[src/hdl/lmt_pkg.sv]
// ----------------------------------------------------------------------------
// LCD mode timing package
// Shared field widths, mode codes, register indexes and the STAT condition
// function used by the LCD mode timing block and its checker.
// ----------------------------------------------------------------------------
package lmt_pkg;

   // Field widths of the request, response and register port.
   localparam int DOTS_W     = 8;
   localparam int LINE_W     = 8;
   localparam int EN_W       = 4;
   localparam int SC_W       = 4;
   localparam int MODE_W     = 2;
   localparam int EVENT_W    = 9;
   localparam int BASE_W     = 9;
   localparam int PER_W      = 5;
   localparam int CAP_W      = 9;
   localparam int CSR_IDX_W  = 2;
   localparam int CSR_DATA_W = 9;

   // LCD mode codes as software reads them.
   localparam logic [MODE_W-1:0] MODE_HBLANK = 2'd0;
   localparam logic [MODE_W-1:0] MODE_VBLANK = 2'd1;
   localparam logic [MODE_W-1:0] MODE_OAM    = 2'd2;
   localparam logic [MODE_W-1:0] MODE_DRAW   = 2'd3;

   // Register indexes.
   localparam logic [CSR_IDX_W-1:0] CSR_DRAW_BASE       = 2'd0;
   localparam logic [CSR_IDX_W-1:0] CSR_DOTS_PER_SPRITE = 2'd1;
   localparam logic [CSR_IDX_W-1:0] CSR_DRAW_CAP        = 2'd2;

   // Register reset values.
   localparam logic [BASE_W-1:0] BASE_RESET = 9'd172;
   localparam logic [PER_W-1:0]  PER_RESET  = 5'd8;
   localparam logic [CAP_W-1:0]  CAP_RESET  = 9'd289;

   // Fixed timing constants.
   localparam logic [LINE_W-1:0]  LAST_LINE   = 8'd153;
   localparam logic [SC_W-1:0]    MAX_SPRITES = 4'd10;
   localparam logic [EVENT_W-1:0] EVENT_MAX   = 9'd511;

   // STAT source bit positions.
   localparam int EN_HBLANK = 0;
   localparam int EN_VBLANK = 1;
   localparam int EN_OAM    = 2;
   localparam int EN_LYC    = 3;

   // Combined STAT condition for a given mode and line.
   function automatic logic stat_sig(input logic [MODE_W-1:0] mode,
                                     input logic [LINE_W-1:0] line,
                                     input logic [LINE_W-1:0] lyc,
                                     input logic [EN_W-1:0]   en);
      return (en[EN_HBLANK] && (mode == MODE_HBLANK)) ||
             (en[EN_VBLANK] && (mode == MODE_VBLANK)) ||
             (en[EN_OAM]    && (mode == MODE_OAM))    ||
             (en[EN_LYC]    && (line == lyc));
   endfunction

endpackage

[src/hdl/lmt_if.sv]
// ----------------------------------------------------------------------------
// LCD mode timing channels
// Valid/ready channels for the tick request word and the timing response word.
// ----------------------------------------------------------------------------
interface lmt_req_if;
   logic                      valid;
   logic                      ready;
   logic [lmt_pkg::DOTS_W-1:0] dots;
   logic                      lcd_on;
   logic [lmt_pkg::LINE_W-1:0] lyc;
   logic [lmt_pkg::EN_W-1:0]   stat_enables;
   logic [lmt_pkg::SC_W-1:0]   sprite_count;

   modport source (output valid, dots, lcd_on, lyc, stat_enables, sprite_count,
                   input ready);
   modport sink   (input valid, dots, lcd_on, lyc, stat_enables, sprite_count,
                   output ready);
endinterface

interface lmt_rsp_if;
   logic                        valid;
   logic                        ready;
   logic [lmt_pkg::LINE_W-1:0]  line;
   logic [lmt_pkg::MODE_W-1:0]  mode;
   logic                        coincidence;
   logic                        stat_line;
   logic                        stat_irq;
   logic                        vblank_irq;
   logic                        hblank_entered;
   logic                        frame_done;
   logic [lmt_pkg::EVENT_W-1:0] dots_to_event;

   modport source (output valid, line, mode, coincidence, stat_line, stat_irq,
                   vblank_irq, hblank_entered, frame_done, dots_to_event,
                   input ready);
   modport sink   (input valid, line, mode, coincidence, stat_line, stat_irq,
                   vblank_irq, hblank_entered, frame_done, dots_to_event,
                   output ready);
endinterface

[src/hdl/lcd_mode_timing_stat_irq.sv]
// ----------------------------------------------------------------------------
// LCD mode timing with STAT interrupt
// Sequencer that advances LCD line and mode timing by one tick word at a time.
// ----------------------------------------------------------------------------
// A tick word passes from acceptance through the start, prepare and step
// states, and then the finish state loads the response register; a
// display-off word goes from start straight to finish. The sequencer runs
// one mode change per cycle through a single shared subtractor and then
// reuses it for the dots-to-event count.
// The request side is busy while a word is in work; a finished response waits
// in its own register, so the next word is taken while it is still unread.
module lcd_mode_timing_stat_irq #(
   parameter int LINE_DOTS     = 456,
   parameter int OAM_DOTS      = 80,
   parameter int VISIBLE_LINES = 144
) (
   input  logic                              clock,
   input  logic                              reset,
   lmt_req_if.sink                           req_ch,
   lmt_rsp_if.source                         rsp_ch,
   input  logic                              csr_we,
   input  logic [lmt_pkg::CSR_IDX_W-1:0]     csr_index,
   input  logic [lmt_pkg::CSR_DATA_W-1:0]    csr_wdata
);
   import lmt_pkg::*;

   // Longest phase is a line or a capped draw phase; a tick adds under 256.
   localparam int MAX_DUR = (LINE_DOTS > 511) ? LINE_DOTS : 511;
   localparam int DOT_W   = $clog2(MAX_DUR + 256);
   localparam int USED_W  = DOT_W + 1;
   localparam logic [EVENT_W-1:0] OFF_EVENT =
      (LINE_DOTS > 511) ? EVENT_MAX : EVENT_W'(LINE_DOTS);

   // Sequencer states.
   localparam logic [2:0] ST_IDLE   = 3'd0;
   localparam logic [2:0] ST_START  = 3'd1;
   localparam logic [2:0] ST_PREP   = 3'd2;
   localparam logic [2:0] ST_STEP   = 3'd3;
   localparam logic [2:0] ST_FINISH = 3'd4;

   logic [2:0]          state_ff, state_in;

   // Registers.
   logic [BASE_W-1:0]   base_ff;
   logic [PER_W-1:0]    per_ff;
   logic [CAP_W-1:0]    cap_ff;

   // Latched request word.
   logic [DOTS_W-1:0]   dots_ff;
   logic                on_ff;
   logic [LINE_W-1:0]   lyc_ff;
   logic [EN_W-1:0]     en_ff;
   logic [SC_W-1:0]     sc_ff;

   // Timing state.
   logic [DOT_W-1:0]    dot_ff, dot_in;
   logic [MODE_W-1:0]   mode_ff, mode_in;
   logic [LINE_W-1:0]   line_ff, line_in;
   logic [LINE_W-1:0]   vrow_ff, vrow_in;
   logic [BASE_W-1:0]   draw_len_ff, draw_len_in;
   logic [DOT_W-1:0]    hb_len_ff, hb_len_in;
   logic                was_on_ff, was_on_in;
   logic                level_ff, level_in;

   // Per-word working values.
   logic [PER_W+SC_W-1:0] prod_ff, prod_in;
   logic [BASE_W-1:0]     len_cand_ff, len_cand_in;
   logic [DOT_W-1:0]      hb_cand_ff, hb_cand_in;
   logic                  sirq_ff, sirq_in;
   logic                  virq_ff, virq_in;
   logic                  hb_ff, hb_in;
   logic                  fdone_ff, fdone_in;

   // Response register.
   logic                  rsp_valid_ff;
   logic                  rsp_load;
   logic [LINE_W-1:0]     rsp_line_ff;
   logic [MODE_W-1:0]     rsp_mode_ff;
   logic                  rsp_coin_ff;
   logic                  rsp_stat_ff;
   logic                  rsp_sirq_ff;
   logic                  rsp_virq_ff;
   logic                  rsp_hb_ff;
   logic                  rsp_fdone_ff;
   logic [EVENT_W-1:0]    rsp_event_ff;

   // Shared unit operands and draw-length arithmetic.
   logic [DOT_W-1:0]      dur;
   logic [DOT_W-1:0]      sub_a, sub_b, sub_diff;
   logic                  sub_borrow;
   logic [SC_W-1:0]       sc_cap;
   logic [BASE_W:0]       len_sum;
   logic [BASE_W-1:0]     len_clip;
   logic [USED_W-1:0]     used;
   logic [EVENT_W-1:0]    event_sat;
   logic [LINE_W-1:0]     line_next;
   logic [LINE_W-1:0]     vrow_next;
   logic                  sig_a, sig_b;

   assign req_ch.ready = (state_ff == ST_IDLE);

   // Register writes; an index past the list is ignored.
   always_ff @(posedge clock) begin
      if (reset) begin
         base_ff <= BASE_RESET;
         per_ff  <= PER_RESET;
         cap_ff  <= CAP_RESET;
      end else if (csr_we) begin
         case (csr_index)
            CSR_DRAW_BASE:       base_ff <= csr_wdata[BASE_W-1:0];
            CSR_DOTS_PER_SPRITE: per_ff  <= csr_wdata[PER_W-1:0];
            CSR_DRAW_CAP:        cap_ff  <= csr_wdata[CAP_W-1:0];
            default:             ;
         endcase
      end
   end

   // Capture the request word.
   always_ff @(posedge clock) begin
      if (req_ch.valid && req_ch.ready) begin
         dots_ff <= req_ch.dots;
         on_ff   <= req_ch.lcd_on;
         lyc_ff  <= req_ch.lyc;
         en_ff   <= req_ch.stat_enables;
         sc_ff   <= req_ch.sprite_count;
      end
   end

   // Phase length of the current mode.
   always_comb begin
      case (mode_ff)
         MODE_OAM:    dur = DOT_W'(OAM_DOTS);
         MODE_DRAW:   dur = DOT_W'(draw_len_ff);
         MODE_HBLANK: dur = hb_len_ff;
         default:     dur = DOT_W'(LINE_DOTS);
      endcase
   end

   // The unit tests counter against phase while stepping, then the reverse.
   assign sub_a = (state_ff == ST_FINISH) ? dur : dot_ff;
   assign sub_b = (state_ff == ST_FINISH) ? dot_ff : dur;

   lmt_sub_unit #(
      .WIDTH (DOT_W)
   ) u_sub (
      .a      (sub_a),
      .b      (sub_b),
      .diff   (sub_diff),
      .borrow (sub_borrow)
   );

   // Draw and hblank lengths for the line being scanned.
   assign sc_cap   = (sc_ff > MAX_SPRITES) ? MAX_SPRITES : sc_ff;
   assign len_sum  = {1'b0, base_ff} + (BASE_W+1)'(prod_ff);
   assign len_clip = (len_sum > {1'b0, cap_ff}) ? cap_ff : len_sum[BASE_W-1:0];
   assign used     = USED_W'(OAM_DOTS) + USED_W'(len_clip);

   assign line_next = line_ff + 8'd1;
   assign vrow_next = vrow_ff + 8'd1;

   assign event_sat = (sub_diff > DOT_W'(EVENT_MAX)) ? EVENT_MAX : sub_diff[EVENT_W-1:0];

   // Sequencer: one mode change per cycle in the step state.
   always_comb begin
      state_in    = state_ff;
      dot_in      = dot_ff;
      mode_in     = mode_ff;
      line_in     = line_ff;
      vrow_in     = vrow_ff;
      draw_len_in = draw_len_ff;
      hb_len_in   = hb_len_ff;
      was_on_in   = was_on_ff;
      level_in    = level_ff;
      prod_in     = prod_ff;
      len_cand_in = len_clip;
      hb_cand_in  = hb_cand_ff;
      sirq_in     = sirq_ff;
      virq_in     = virq_ff;
      hb_in       = hb_ff;
      fdone_in    = fdone_ff;
      rsp_load    = 1'b0;
      sig_a       = 1'b0;
      sig_b       = 1'b0;

      case (state_ff)
         ST_IDLE: begin
            if (req_ch.valid) begin
               state_in = ST_START;
            end
         end

         ST_START: begin
            sirq_in  = 1'b0;
            virq_in  = 1'b0;
            hb_in    = 1'b0;
            fdone_in = 1'b0;
            prod_in  = sc_cap * per_ff;
            if (!on_ff) begin
               // Display off: timing parks at line 0 in hblank.
               if (was_on_ff) begin
                  was_on_in = 1'b0;
                  line_in   = '0;
                  mode_in   = MODE_HBLANK;
                  dot_in    = '0;
                  level_in  = 1'b0;
               end
               state_in = ST_FINISH;
            end else begin
               // Display turning on restarts the line in OAM scan.
               if (was_on_ff) begin
                  dot_in = dot_ff + DOT_W'(dots_ff);
               end else begin
                  was_on_in = 1'b1;
                  mode_in   = MODE_OAM;
                  line_in   = '0;
                  dot_in    = DOT_W'(dots_ff);
               end
               state_in = ST_PREP;
            end
         end

         ST_PREP: begin
            len_cand_in = len_clip;
            hb_cand_in  = (used >= USED_W'(LINE_DOTS)) ? DOT_W'(1) :
                          DOT_W'(USED_W'(LINE_DOTS) - used);
            state_in    = ST_STEP;
         end

         ST_STEP: begin
            if (sub_borrow) begin
               state_in = ST_FINISH;
            end else begin
               dot_in = sub_diff;
               case (mode_ff)
                  MODE_OAM: begin
                     mode_in     = MODE_DRAW;
                     draw_len_in = len_cand_ff;
                     hb_len_in   = hb_cand_ff;
                     sig_a       = stat_sig(MODE_DRAW, line_ff, lyc_ff, en_ff);
                     sirq_in     = sirq_ff | (sig_a & ~level_ff);
                     level_in    = sig_a;
                  end
                  MODE_DRAW: begin
                     mode_in  = MODE_HBLANK;
                     hb_in    = 1'b1;
                     sig_a    = stat_sig(MODE_HBLANK, line_ff, lyc_ff, en_ff);
                     sirq_in  = sirq_ff | (sig_a & ~level_ff);
                     level_in = sig_a;
                  end
                  MODE_HBLANK: begin
                     line_in = line_next;
                     if (line_next >= LINE_W'(VISIBLE_LINES)) begin
                        mode_in  = MODE_VBLANK;
                        vrow_in  = LINE_W'(VISIBLE_LINES);
                        virq_in  = 1'b1;
                        fdone_in = 1'b1;
                        sig_a    = stat_sig(MODE_VBLANK, line_next, lyc_ff, en_ff);
                     end else begin
                        mode_in = MODE_OAM;
                        sig_a   = stat_sig(MODE_OAM, line_next, lyc_ff, en_ff);
                     end
                     sirq_in  = sirq_ff | (sig_a & ~level_ff);
                     level_in = sig_a;
                  end
                  default: begin
                     vrow_in = vrow_next;
                     if (vrow_next > LAST_LINE) begin
                        line_in  = '0;
                        mode_in  = MODE_OAM;
                        sig_a    = stat_sig(MODE_OAM, '0, lyc_ff, en_ff);
                        sirq_in  = sirq_ff | (sig_a & ~level_ff);
                        level_in = sig_a;
                     end else if (vrow_next == LAST_LINE) begin
                        // The STAT check sees the last line as 153 and then as 0; the line reads as 0.
                        line_in  = '0;
                        sig_a    = stat_sig(MODE_VBLANK, LAST_LINE, lyc_ff, en_ff);
                        sig_b    = stat_sig(MODE_VBLANK, '0, lyc_ff, en_ff);
                        sirq_in  = sirq_ff | (sig_a & ~level_ff) | (sig_b & ~sig_a);
                        level_in = sig_b;
                     end else begin
                        line_in  = vrow_next;
                        sig_a    = stat_sig(MODE_VBLANK, vrow_next, lyc_ff, en_ff);
                        sirq_in  = sirq_ff | (sig_a & ~level_ff);
                        level_in = sig_a;
                     end
                  end
               endcase
            end
         end

         ST_FINISH: begin
            if (!rsp_valid_ff || rsp_ch.ready) begin
               rsp_load = 1'b1;
               state_in = ST_IDLE;
            end
         end

         default: state_in = ST_IDLE;
      endcase
   end

   // Sequencer and timing state.
   always_ff @(posedge clock) begin
      if (reset) begin
         state_ff    <= ST_IDLE;
         dot_ff      <= '0;
         mode_ff     <= MODE_OAM;
         line_ff     <= '0;
         vrow_ff     <= '0;
         draw_len_ff <= '0;
         hb_len_ff   <= DOT_W'(LINE_DOTS - OAM_DOTS);
         was_on_ff   <= 1'b0;
         level_ff    <= 1'b0;
         sirq_ff     <= 1'b0;
         virq_ff     <= 1'b0;
         hb_ff       <= 1'b0;
         fdone_ff    <= 1'b0;
      end else begin
         state_ff    <= state_in;
         dot_ff      <= dot_in;
         mode_ff     <= mode_in;
         line_ff     <= line_in;
         vrow_ff     <= vrow_in;
         draw_len_ff <= draw_len_in;
         hb_len_ff   <= hb_len_in;
         was_on_ff   <= was_on_in;
         level_ff    <= level_in;
         sirq_ff     <= sirq_in;
         virq_ff     <= virq_in;
         hb_ff       <= hb_in;
         fdone_ff    <= fdone_in;
      end
   end

   // Working values carry no control meaning.
   always_ff @(posedge clock) begin
      prod_ff     <= prod_in;
      len_cand_ff <= len_cand_in;
      hb_cand_ff  <= hb_cand_in;
   end

   // Response valid flag.
   always_ff @(posedge clock) begin
      if (reset) begin
         rsp_valid_ff <= 1'b0;
      end else if (rsp_load) begin
         rsp_valid_ff <= 1'b1;
      end else if (rsp_ch.ready) begin
         rsp_valid_ff <= 1'b0;
      end
   end

   // Response word.
   always_ff @(posedge clock) begin
      if (rsp_load) begin
         if (!on_ff) begin
            rsp_line_ff  <= '0;
            rsp_mode_ff  <= MODE_HBLANK;
            rsp_coin_ff  <= (lyc_ff == '0);
            rsp_stat_ff  <= 1'b0;
            rsp_sirq_ff  <= 1'b0;
            rsp_virq_ff  <= 1'b0;
            rsp_hb_ff    <= 1'b0;
            rsp_fdone_ff <= 1'b0;
            rsp_event_ff <= OFF_EVENT;
         end else begin
            rsp_line_ff  <= line_ff;
            rsp_mode_ff  <= mode_ff;
            rsp_coin_ff  <= (line_ff == lyc_ff);
            rsp_stat_ff  <= level_ff;
            rsp_sirq_ff  <= sirq_ff;
            rsp_virq_ff  <= virq_ff;
            rsp_hb_ff    <= hb_ff;
            rsp_fdone_ff <= fdone_ff;
            rsp_event_ff <= event_sat;
         end
      end
   end

   assign rsp_ch.valid          = rsp_valid_ff;
   assign rsp_ch.line           = rsp_line_ff;
   assign rsp_ch.mode           = rsp_mode_ff;
   assign rsp_ch.coincidence    = rsp_coin_ff;
   assign rsp_ch.stat_line      = rsp_stat_ff;
   assign rsp_ch.stat_irq       = rsp_sirq_ff;
   assign rsp_ch.vblank_irq     = rsp_virq_ff;
   assign rsp_ch.hblank_entered = rsp_hb_ff;
   assign rsp_ch.frame_done     = rsp_fdone_ff;
   assign rsp_ch.dots_to_event  = rsp_event_ff;

endmodule

[src/hdl/lmt_sub_unit.sv]
// ----------------------------------------------------------------------------
// LCD mode timing subtract unit
// Shared subtractor with borrow: compares the dot counter against a phase
// length and gives the remainder, or gives the dots left to the next event.
// ----------------------------------------------------------------------------
module lmt_sub_unit #(
   parameter int WIDTH = 10
) (
   input  logic [WIDTH-1:0] a,
   input  logic [WIDTH-1:0] b,
   output logic [WIDTH-1:0] diff,
   output logic             borrow
);

   logic [WIDTH:0] full;

   // One extra bit catches the borrow when b exceeds a.
   assign full   = {1'b0, a} - {1'b0, b};
   assign diff   = full[WIDTH-1:0];
   assign borrow = full[WIDTH];

endmodule

[src/flat_wrapper.sv]
// flat-port wrapper written by rule: the top's interface ports become plain ports
module lcd_mode_timing_stat_irq_flat import lmt_pkg::*;
#(
   parameter int LINE_DOTS     = 456,
   parameter int OAM_DOTS      = 80,
   parameter int VISIBLE_LINES = 144
)
  (clock, reset, csr_we, csr_index, csr_wdata, req_ch_valid, req_ch_dots, req_ch_lcd_on, req_ch_lyc, req_ch_stat_enables, req_ch_sprite_count, req_ch_ready, rsp_ch_valid, rsp_ch_line, rsp_ch_mode, rsp_ch_coincidence, rsp_ch_stat_line, rsp_ch_stat_irq, rsp_ch_vblank_irq, rsp_ch_hblank_entered, rsp_ch_frame_done, rsp_ch_dots_to_event, rsp_ch_ready);
  lmt_req_if req_ch_i ();
  lmt_rsp_if rsp_ch_i ();
  input  logic clock;
  input  logic reset;
  input  logic csr_we;
  input  logic [lmt_pkg::CSR_IDX_W-1:0] csr_index;
  input  logic [lmt_pkg::CSR_DATA_W-1:0] csr_wdata;
  input wire logic [$bits(req_ch_i.valid)-1:0] req_ch_valid;
  input wire logic [$bits(req_ch_i.dots)-1:0] req_ch_dots;
  input wire logic [$bits(req_ch_i.lcd_on)-1:0] req_ch_lcd_on;
  input wire logic [$bits(req_ch_i.lyc)-1:0] req_ch_lyc;
  input wire logic [$bits(req_ch_i.stat_enables)-1:0] req_ch_stat_enables;
  input wire logic [$bits(req_ch_i.sprite_count)-1:0] req_ch_sprite_count;
  output wire logic [$bits(req_ch_i.ready)-1:0] req_ch_ready;
  output wire logic [$bits(rsp_ch_i.valid)-1:0] rsp_ch_valid;
  output wire logic [$bits(rsp_ch_i.line)-1:0] rsp_ch_line;
  output wire logic [$bits(rsp_ch_i.mode)-1:0] rsp_ch_mode;
  output wire logic [$bits(rsp_ch_i.coincidence)-1:0] rsp_ch_coincidence;
  output wire logic [$bits(rsp_ch_i.stat_line)-1:0] rsp_ch_stat_line;
  output wire logic [$bits(rsp_ch_i.stat_irq)-1:0] rsp_ch_stat_irq;
  output wire logic [$bits(rsp_ch_i.vblank_irq)-1:0] rsp_ch_vblank_irq;
  output wire logic [$bits(rsp_ch_i.hblank_entered)-1:0] rsp_ch_hblank_entered;
  output wire logic [$bits(rsp_ch_i.frame_done)-1:0] rsp_ch_frame_done;
  output wire logic [$bits(rsp_ch_i.dots_to_event)-1:0] rsp_ch_dots_to_event;
  input wire logic [$bits(rsp_ch_i.ready)-1:0] rsp_ch_ready;
  assign req_ch_i.valid = req_ch_valid;
  assign req_ch_i.dots = req_ch_dots;
  assign req_ch_i.lcd_on = req_ch_lcd_on;
  assign req_ch_i.lyc = req_ch_lyc;
  assign req_ch_i.stat_enables = req_ch_stat_enables;
  assign req_ch_i.sprite_count = req_ch_sprite_count;
  assign req_ch_ready = req_ch_i.ready;
  assign rsp_ch_valid = rsp_ch_i.valid;
  assign rsp_ch_line = rsp_ch_i.line;
  assign rsp_ch_mode = rsp_ch_i.mode;
  assign rsp_ch_coincidence = rsp_ch_i.coincidence;
  assign rsp_ch_stat_line = rsp_ch_i.stat_line;
  assign rsp_ch_stat_irq = rsp_ch_i.stat_irq;
  assign rsp_ch_vblank_irq = rsp_ch_i.vblank_irq;
  assign rsp_ch_hblank_entered = rsp_ch_i.hblank_entered;
  assign rsp_ch_frame_done = rsp_ch_i.frame_done;
  assign rsp_ch_dots_to_event = rsp_ch_i.dots_to_event;
  assign rsp_ch_i.ready = rsp_ch_ready;
  lcd_mode_timing_stat_irq #(.LINE_DOTS(LINE_DOTS), .OAM_DOTS(OAM_DOTS), .VISIBLE_LINES(VISIBLE_LINES)) u_core (.clock(clock), .reset(reset), .req_ch(req_ch_i), .rsp_ch(rsp_ch_i), .csr_we(csr_we), .csr_index(csr_index), .csr_wdata(csr_wdata));
endmodule
[config.mk]
export PLATFORM = sky130hd
export DESIGN_NAME = lcd_mode_timing_stat_irq_flat
export DESIGN_NICKNAME = d
export VERILOG_FILES = /design/src/hdl/lmt_pkg.sv /design/src/hdl/lmt_if.sv /design/src/hdl/lcd_mode_timing_stat_irq.sv /design/src/hdl/lmt_sub_unit.sv /design/src/flat_wrapper.sv
export SDC_FILE = /design/constraint.sdc
export NUM_CORES = 1
export LEC_CHECK = 0
export BUFFER_PORTS_ARGS = -buffer_cell sky130_fd_sc_hd__buf_2
export CAP_MARGIN = 40
export CORE_AREA = 2 2 157 144
export CTS_CLUSTER_SIZE = 12
export DETAILED_ROUTE_END_ITERATION = 16
export DIE_AREA = 0 0 159 146
export GPL_TIMING_DRIVEN = 0
export SLEW_MARGIN = 25
export SYNTH_ARGS = -nofsm -noshare
export SYNTH_HDL_FRONTEND = slang
export SYNTH_SLANG_ARGS = --single-unit
[constraint.sdc]
create_clock -name clock -period 6.4 [get_ports clock]
set_clock_uncertainty 0.05 [all_clocks]
set_input_delay 0 -clock clock [delete_from_list [all_inputs] [get_ports clock]]
set_output_delay 0 -clock clock [all_outputs]
set_load 0.02 [all_outputs]
==> results of run 1 <==
kinds of logic after synthesis:
logic type               Yosys count  share of synthesized area (%)
other                              1                         0.0393
flip-flops                       156                           39.8
XOR/XNOR                          63                           5.93
adder cells (fa/ha/maj)           67                           9.48
buffers and inverters            105                           4.89
AND/OR/NAND/NOR                  347                           18.1
multiplexers                      44                           4.69
AO/OA/AOI/OAI                    237                           17.1
per-stage QoR:
step	util (%)	hold slack (ns)	total power, µW	cells
floorplan	-	0.0489	1640	1020
detailed placement	47.9	0.128	1800	1379
finish	52.6	0.0648	2770	1455
CTS	52.6	0.0428	2790	1454
global route	52.6	0.137	2910	1455
global placement	47.8	0.126	1790	1377
cell usage after synthesis, types with 15 or more instances:
cell | instances | area, µm²
ha_1 | 58 | 726
and2_1 | 28 | 175
o21ai_0 | 42 | 210
nand2_1 | 71 | 267
xnor2_1 | 43 | 377
inv_1 | 57 | 214
nor2b_1 | 15 | 93.8
clkbuf_1 | 23 | 86.3
nor2_1 | 113 | 424
edfxtp_1 | 68 | 2040
nor3_1 | 25 | 125
a211o_1 | 15 | 131
xor2_1 | 18 | 158
mux2i_1 | 41 | 410
a21oi_1 | 64 | 320
nand3_1 | 22 | 110
dfxtp_1 | 88 | 1760
flip-flops by register name (all words and copies together) (netlist names), 3 cells and up:
name,flops
u_core.base_ff,9
u_core.cap_ff,9
u_core.dot_ff,10
u_core.dots_ff,8
u_core.draw_len_ff,9
u_core.en_ff,4
u_core.hb_cand_ff,10
u_core.hb_len_ff,10
u_core.len_cand_ff,9
u_core.line_ff,8
u_core.lyc_ff,8
u_core.per_ff,5
u_core.prod_ff,9
u_core.rsp_ch.dots_to_event,9
u_core.rsp_ch.line,8
u_core.sc_ff,4
u_core.state_ff,3
u_core.vrow_ff,8
routing by layer:
metal	up-vias	part of all wire (%)	global-route usage, %
li1	3916	-	-
met2	154	46	33.4
met5	-	0	0
met4	0	1.4	5.95
met3	19	3.8	3.36
met1	3707	49	29.2
final timing paths:
kind	end
worst max-delay path	u_core.hb_cand_ff[5]
worst min-delay path	u_core.base_ff[2]
worst max register to register	u_core.hb_cand_ff[5]
worst min register to register	u_core.draw_len_ff[4]
critical path, cell delays in order, from the launching register on:
cell      delay [ns]
edfxtp_1        0.37
ha_1            0.25
fa_1            0.44
a211oi_1        0.24
o21bai_1        0.10
a21oi_1         0.23
o21bai_1        0.10
a21oi_1         0.19
xnor2_1         0.10
ha_1            0.20
a211o_1         0.29
o21ai_1         0.44
nand2_4         0.17
o21ai_0         0.49
ha_1            0.29
inv_1           0.10
a21oi_1         0.16
o22ai_1         0.13
a21boi_2        0.38
nor3_1          0.12
layout make-up:
cell class,instances,share of cell area [%]
Clock inverter,10,0.699
Multi-Input combinational cell,759,47.0
Buffer,48,2.24
Antenna cell,1,0.0222
Tap cell,291,3.23
Inverter,57,1.90
Clock buffer,22,4.31
Sequential cell,156,33.7
Timing Repair Buffer,111,6.91
report_power, final:
group	switching (µW)	leakage (µW)	internal [µW]	total (µW)
logic	379	0.00298	263	642
registers	39.5	0.00135	1120	1160
clock network	420	0.000279	546	966
==> metrics.md, run 1 <==
| Metric | Value |
|---|---|
| I/O pin cnt | `68` |
| R2r startpoint | `u_core.prod_ff[0]` |
| Vias in the first global route | `7,469` |
| Syn. warnings | `0` |
| Worst slew pin tran | `0.822 ns` |
| Clock Path Buffers | `2` |
| Drt pass-1 iters | `5` |
| Post-DRT Antenna Nets | `0` |
| Placer congestion estimate | `0.882` |
| CTS tree | `built` |
| P&R area growth vs syn | `18.1%` |
| Flop and latch count out of synthesis | `156` |
| Unrepaired setup endpoints after global routing | `false` |
| Via count | `7,796` |
| Most common cell after layout, fill and taps aside | `nor2_1` |
| Initial antenna violation count | `1` |
| Global-route wire length before repair | `38,800 µm` |
| GRT Residual Overflow | `0` |
| Wirelength per Cell | `16.4 µm` |
| Final Setup Violations | `0` |
| Cell variety after synth | `80` |
| Most frequent cells in the layout | `nor2_1, dfxtp_1, buf_2, nand2_1, edfxtp_1` |
| FF-to-FF path depth | `19` |
| # DRC | `0` |
| Slew headroom | `45.2%` |
| Die area | `23,200 µm²` |
| Min Tclk post-route | `5.12 ns` |
| Slew Limit Fails | `0` |
| GRT Overall Usage | `20.9%` |
| Starting Density | `44.5%` |
| Worst Path Max Fanout | `10` |
| Routed WL | `23,800 µm` |
| Final worst slack | `1.28 ns` |
| Required time worst endpoint | `6.52 ns` |
| H-tree Lvls | `4` |
| Post_cts resized | `0` |
| Critical Path AT | `5.23 ns` |
| Rows | `51` |
| Port-buffer cells | `66` |
| Critical Path End Type | `register` |
| Hold-fix buffers, CTS | `43` |
| Drt via density | `5.36` |
| Clock-pin transition on the worst setup and hold timing paths | `0.06 ns` |
| # Post-CTS Setup Buffers | `0` |
| Worst IR Drop VDD | `0.150 mV` |
| Multi-input gate area | `5300 µm²` |
| Die Width | `159 µm` |
| Post-placement cell area | `10,300 µm²` |
| CTS Buf Count | `17` |
| Register area | `3800 µm²` |
| Worst-Skew Late Latency | `0.43 ns` |
| Top_reg_cell synth | `dfxtp_1` |
| Pre-CTS setup slack | `1.26 ns` |
| Setup TNS | `0 ns` |
| Startpoint types | `register` |
| Largest net degree at the start of global routing | `26` |
| Core area | `21,400 µm²` |
| Synthesized cell area | `9550 µm²` |
| DP Wirelength | `18,100 µm` |
| Pwr dens | `246 nW/µm²` |
| Max-cap viol count | `0` |
| Hold Crit Start | `csr_we` |
| Root buffer cell | `clkbuf_16` |
| LEAKAGE | `0.00461 µW` |
| Status | `finished, final reports clean` |
| Die Y | `146 µm` |
| FF-to-FF setup slack | `1.28 ns` |
| Crit Path Category | `register to register` |
| First DRT Iteration DRCs | `565` |
| Layout cells sized above 1 | `13.4%` |
| Cells after Synth | `1,020` |
| Sequential cell area fraction in the yosys report | `39.8%` |
| Min-delay worst type | `input pin to register` |
| Hold Fails Final Rpt | `0` |
| Fin area | `11,300 µm²` |
| Final Cycle Share | `79.9%` |
| Synthesized area per cell | `9.36 µm²` |
| Syn_nets | `1,128` |
| Clock Sink Count | `156` |
| Asr flop ratio synth | `0%` |
| EDFF count, synth | `68` |
| FMAX | `195 MHz` |
| Final #Nets | `1,258` |
| Worst Setup SP | `u_core.prod_ff[0]` |
| Fill cell count | `2,028` |
| WHS Path Cells | `4` |
No activity file was read; power rests on OpenSTA's default activity.
==> inputs of run 2 (changes only) <==
clock period = 5.3 ns   (was 6.4 ns; I/O delays follow)
==> run 2 against run 1 <==
  * Combinational power rose by 23%
  * Via count hardly changed
  * First-iteration DRC count is 5.8% lower
  * Count of clock-buffer cells in the layout unchanged
  * Worst hold slack worse by 0.00060 ns
  * Core utilization grew 0.082 points
==> metrics.md, run 2 (synthesis results as in run 1) <==
| Metric | Value |
|---|---|
| Initial antenna violation count | `1 (unchanged)` |
| Hold Fails Final Rpt | `0 (unchanged)` |
| GRT Residual Overflow | `0 (unchanged)` |
| Drt via density | `5.36 (about the same)` |
| Drt pass-1 iters | `5 (unchanged)` |
| Setup TNS | `0 ns (unchanged)` |
| Register area | `3800 µm² (unchanged)` |
| Routed WL | `23,900 µm (was 23,800 µm)` |
| Required time worst endpoint | `5.42 ns (was 6.52 ns)` |
| Slew Limit Fails | `0 (unchanged)` |
| Die area | `23,200 µm² (unchanged)` |
| Met3 Track Usage GR | `3.36% (unchanged)` |
| Top Registers | `u_core.dot_ff (10), u_core.hb_cand_ff (10), u_core.hb_len_ff (10) (unchanged)` |
| P&R area growth vs syn | `18.2% (was 18.1%)` |
| Final Setup Violations | `0 (unchanged)` |
| Critical Path AT | `4.97 ns (was 5.23 ns)` |
| Overall Power | `3360 µW (was 2770 µW)` |
| Final #Nets | `1,258 (unchanged)` |
| Max-cap viol count | `0 (unchanged)` |
| Worst-Skew Late Latency | `0.43 ns (about the same)` |
| Status | `finished, final reports clean (unchanged)` |
| GR Layer Usage met1 | `29.2% (unchanged)` |
| Busiest grt layer | `met2 (unchanged)` |
| Post-DRT Antenna Nets | `0 (unchanged)` |
| Rows | `51 (unchanged)` |
| Starting Density | `44.5% (unchanged)` |
| Multi-input gate area | `5310 µm² (was 5300 µm²)` |
| Unrepaired setup endpoints after global routing | `false (unchanged)` |
| Critical Path End Type | `register (unchanged)` |
| Layout cells sized above 1 | `13.6% (was 13.4%)` |
| Vias in the first global route | `7,469 (unchanged)` |
| I/O pin cnt | `68 (unchanged)` |
| H-tree Lvls | `4 (unchanged)` |
| FMAX | `206 MHz (was 195 MHz)` |
| Largest net degree at the start of global routing | `26 (unchanged)` |
| Final worst slack | `0.454 ns (was 1.28 ns)` |
| # DRC | `0 (unchanged)` |
| Clock Sink Count | `156 (unchanged)` |
| # Post-CTS Setup Buffers | `0 (unchanged)` |
| Clock-pin transition on the worst setup and hold timing paths | `0.06 ns (about the same)` |
| Wirelength per Cell | `16.4 µm (about the same)` |
| CTS tree | `built (unchanged)` |
| Port-buffer cells | `66 (unchanged)` |
| Fill cell count | `2,025 (was 2,028)` |
| Final Cycle Share | `91.4% (was 79.9%)` |
| Pwr dens | `297 nW/µm² (was 246 nW/µm²)` |
| Worst IR Drop VDD | `0.181 mV (was 0.150 mV)` |
| Crit Path Category | `register to register (unchanged)` |
| Most common cell after layout, fill and taps aside | `nor2_1 (unchanged)` |
| LEAKAGE | `0.00462 µW (was 0.00461 µW)` |
| Clock Path Buffers | `2 (unchanged)` |
| GRT Overall Usage | `20.9% (unchanged)` |
| Core area | `21,400 µm² (unchanged)` |
| CTS Buf Count | `17 (unchanged)` |
| Min Tclk post-route | `4.85 ns (was 5.12 ns)` |
| Global-route wire length before repair | `38,800 µm (unchanged)` |
| Via count | `7,801 (was 7,796)` |
| First DRT Iteration DRCs | `532 (was 565)` |
| DP Wirelength | `18,100 µm (unchanged)` |
| Most frequent cells in the layout | `nor2_1, dfxtp_1, buf_2, nand2_1, edfxtp_1 (unchanged)` |
| Root buffer cell | `clkbuf_16 (unchanged)` |
| Routing usage on met2 | `33.4% (unchanged)` |
| Placer congestion estimate | `0.882 (unchanged)` |
| Min-delay worst type | `input pin to register (unchanged)` |
| Die Width | `159 µm (unchanged)` |
| Die Y | `146 µm (unchanged)` |
| Startpoint types | `register (unchanged)` |
| Worst slew pin tran | `0.830 ns (was 0.822 ns)` |
| Worst Path Max Fanout | `10 (unchanged)` |
| Slew headroom | `44.7% (was 45.2%)` |
| Pre-CTS setup slack | `0.160 ns (was 1.26 ns)` |
## run 2: changes by cell type in the layout (fill, tap and decap cells not counted)
cell and change:
a21boi_2 -1, a21boi_4 +1, o21ai_0 -2, o21ai_1 +1, o21ai_2 +1, o22ai_1 -1
o22ai_2 +1
## run 2: timing repair
item | 4_1_cts | 5_1_grt
hold endpoints to repair | 52 | 0
hold buffers | 43 | 0
gates resized for setup | 0 | 5
endpoints found under the setup margin | 0 | 9
## run 2: final cells by class
cell class	instances	area share (%)
well taps	291	3.22
plain buffers	48	2.24
clock buffers	22	4.30
repair buffers	111	6.90
clock inverters	10	0.698
flip-flops and latches	156	33.7
inverters	57	1.89
multi-input cells	759	47.0
diodes	1	0.0222
## run 2: power by group
group          switching [µW]  leakage [µW]  internal [µW]
sequential               47.8       0.00135           1350
combinational             465       0.00299            326
clock                     506      0.000279            660
total                    1020       0.00462           2340
## run 2: worst paths after layout
| kind | startpoint | end | slack, ns | depth (start not counted) |
|---|---|---|---|---|
| setup / recovery | u_core.prod_ff[0] | u_core.hb_cand_ff[5] | 0.45 | 20 |
| hold / removal | csr_we | u_core.base_ff[2] | 0.06 | 4 |
| hold reg to reg | u_core.len_cand_ff[4] | u_core.draw_len_ff[4] | 0.41 | 2 |
| setup reg to reg | u_core.prod_ff[0] | u_core.hb_cand_ff[5] | 0.45 | 20 |
## run 2: routing by layer
layer  vias up  wire (µm)
li1       3917          -
met1      3734      11800
met2       133      10900
met3        17        808
met4         0        315
met5         -          0
## run 2: critical path, stage by stage (launching register included)
cell      delay, ns
edfxtp_1       0.37
ha_1           0.25
fa_1           0.44
a21o_1         0.18
a21oi_1        0.17
xor2_1         0.33
inv_1          0.13
ha_1           0.32
nand4_1        0.12
o21bai_1       0.17
a31oi_1        0.22
o21a_1         0.26
nor2_1         0.09
buf_2          0.19
o21ai_1        0.23
ha_1           0.25
inv_1          0.10
a21oi_1        0.19
o22ai_2        0.12
a21boi_4       0.29
nor3_1         0.10
## run 2: per-stage QoR
stage / cells / hold slack [ns] / instance area [µm²] / utilization [%]
3_3_place_gp: 1377 / 0.126 / 10200 / 47.8
6_report: 1455 / 0.0642 / 11300 / 52.7
4_1_cts: 1454 / 0.0428 / 11300 / 52.6
3_5_place_dp: 1379 / 0.128 / 10300 / 47.9
2_1_floorplan: 1020 / 0.0489 / 9550 / -
5_1_grt: 1455 / 0.137 / 11300 / 52.7
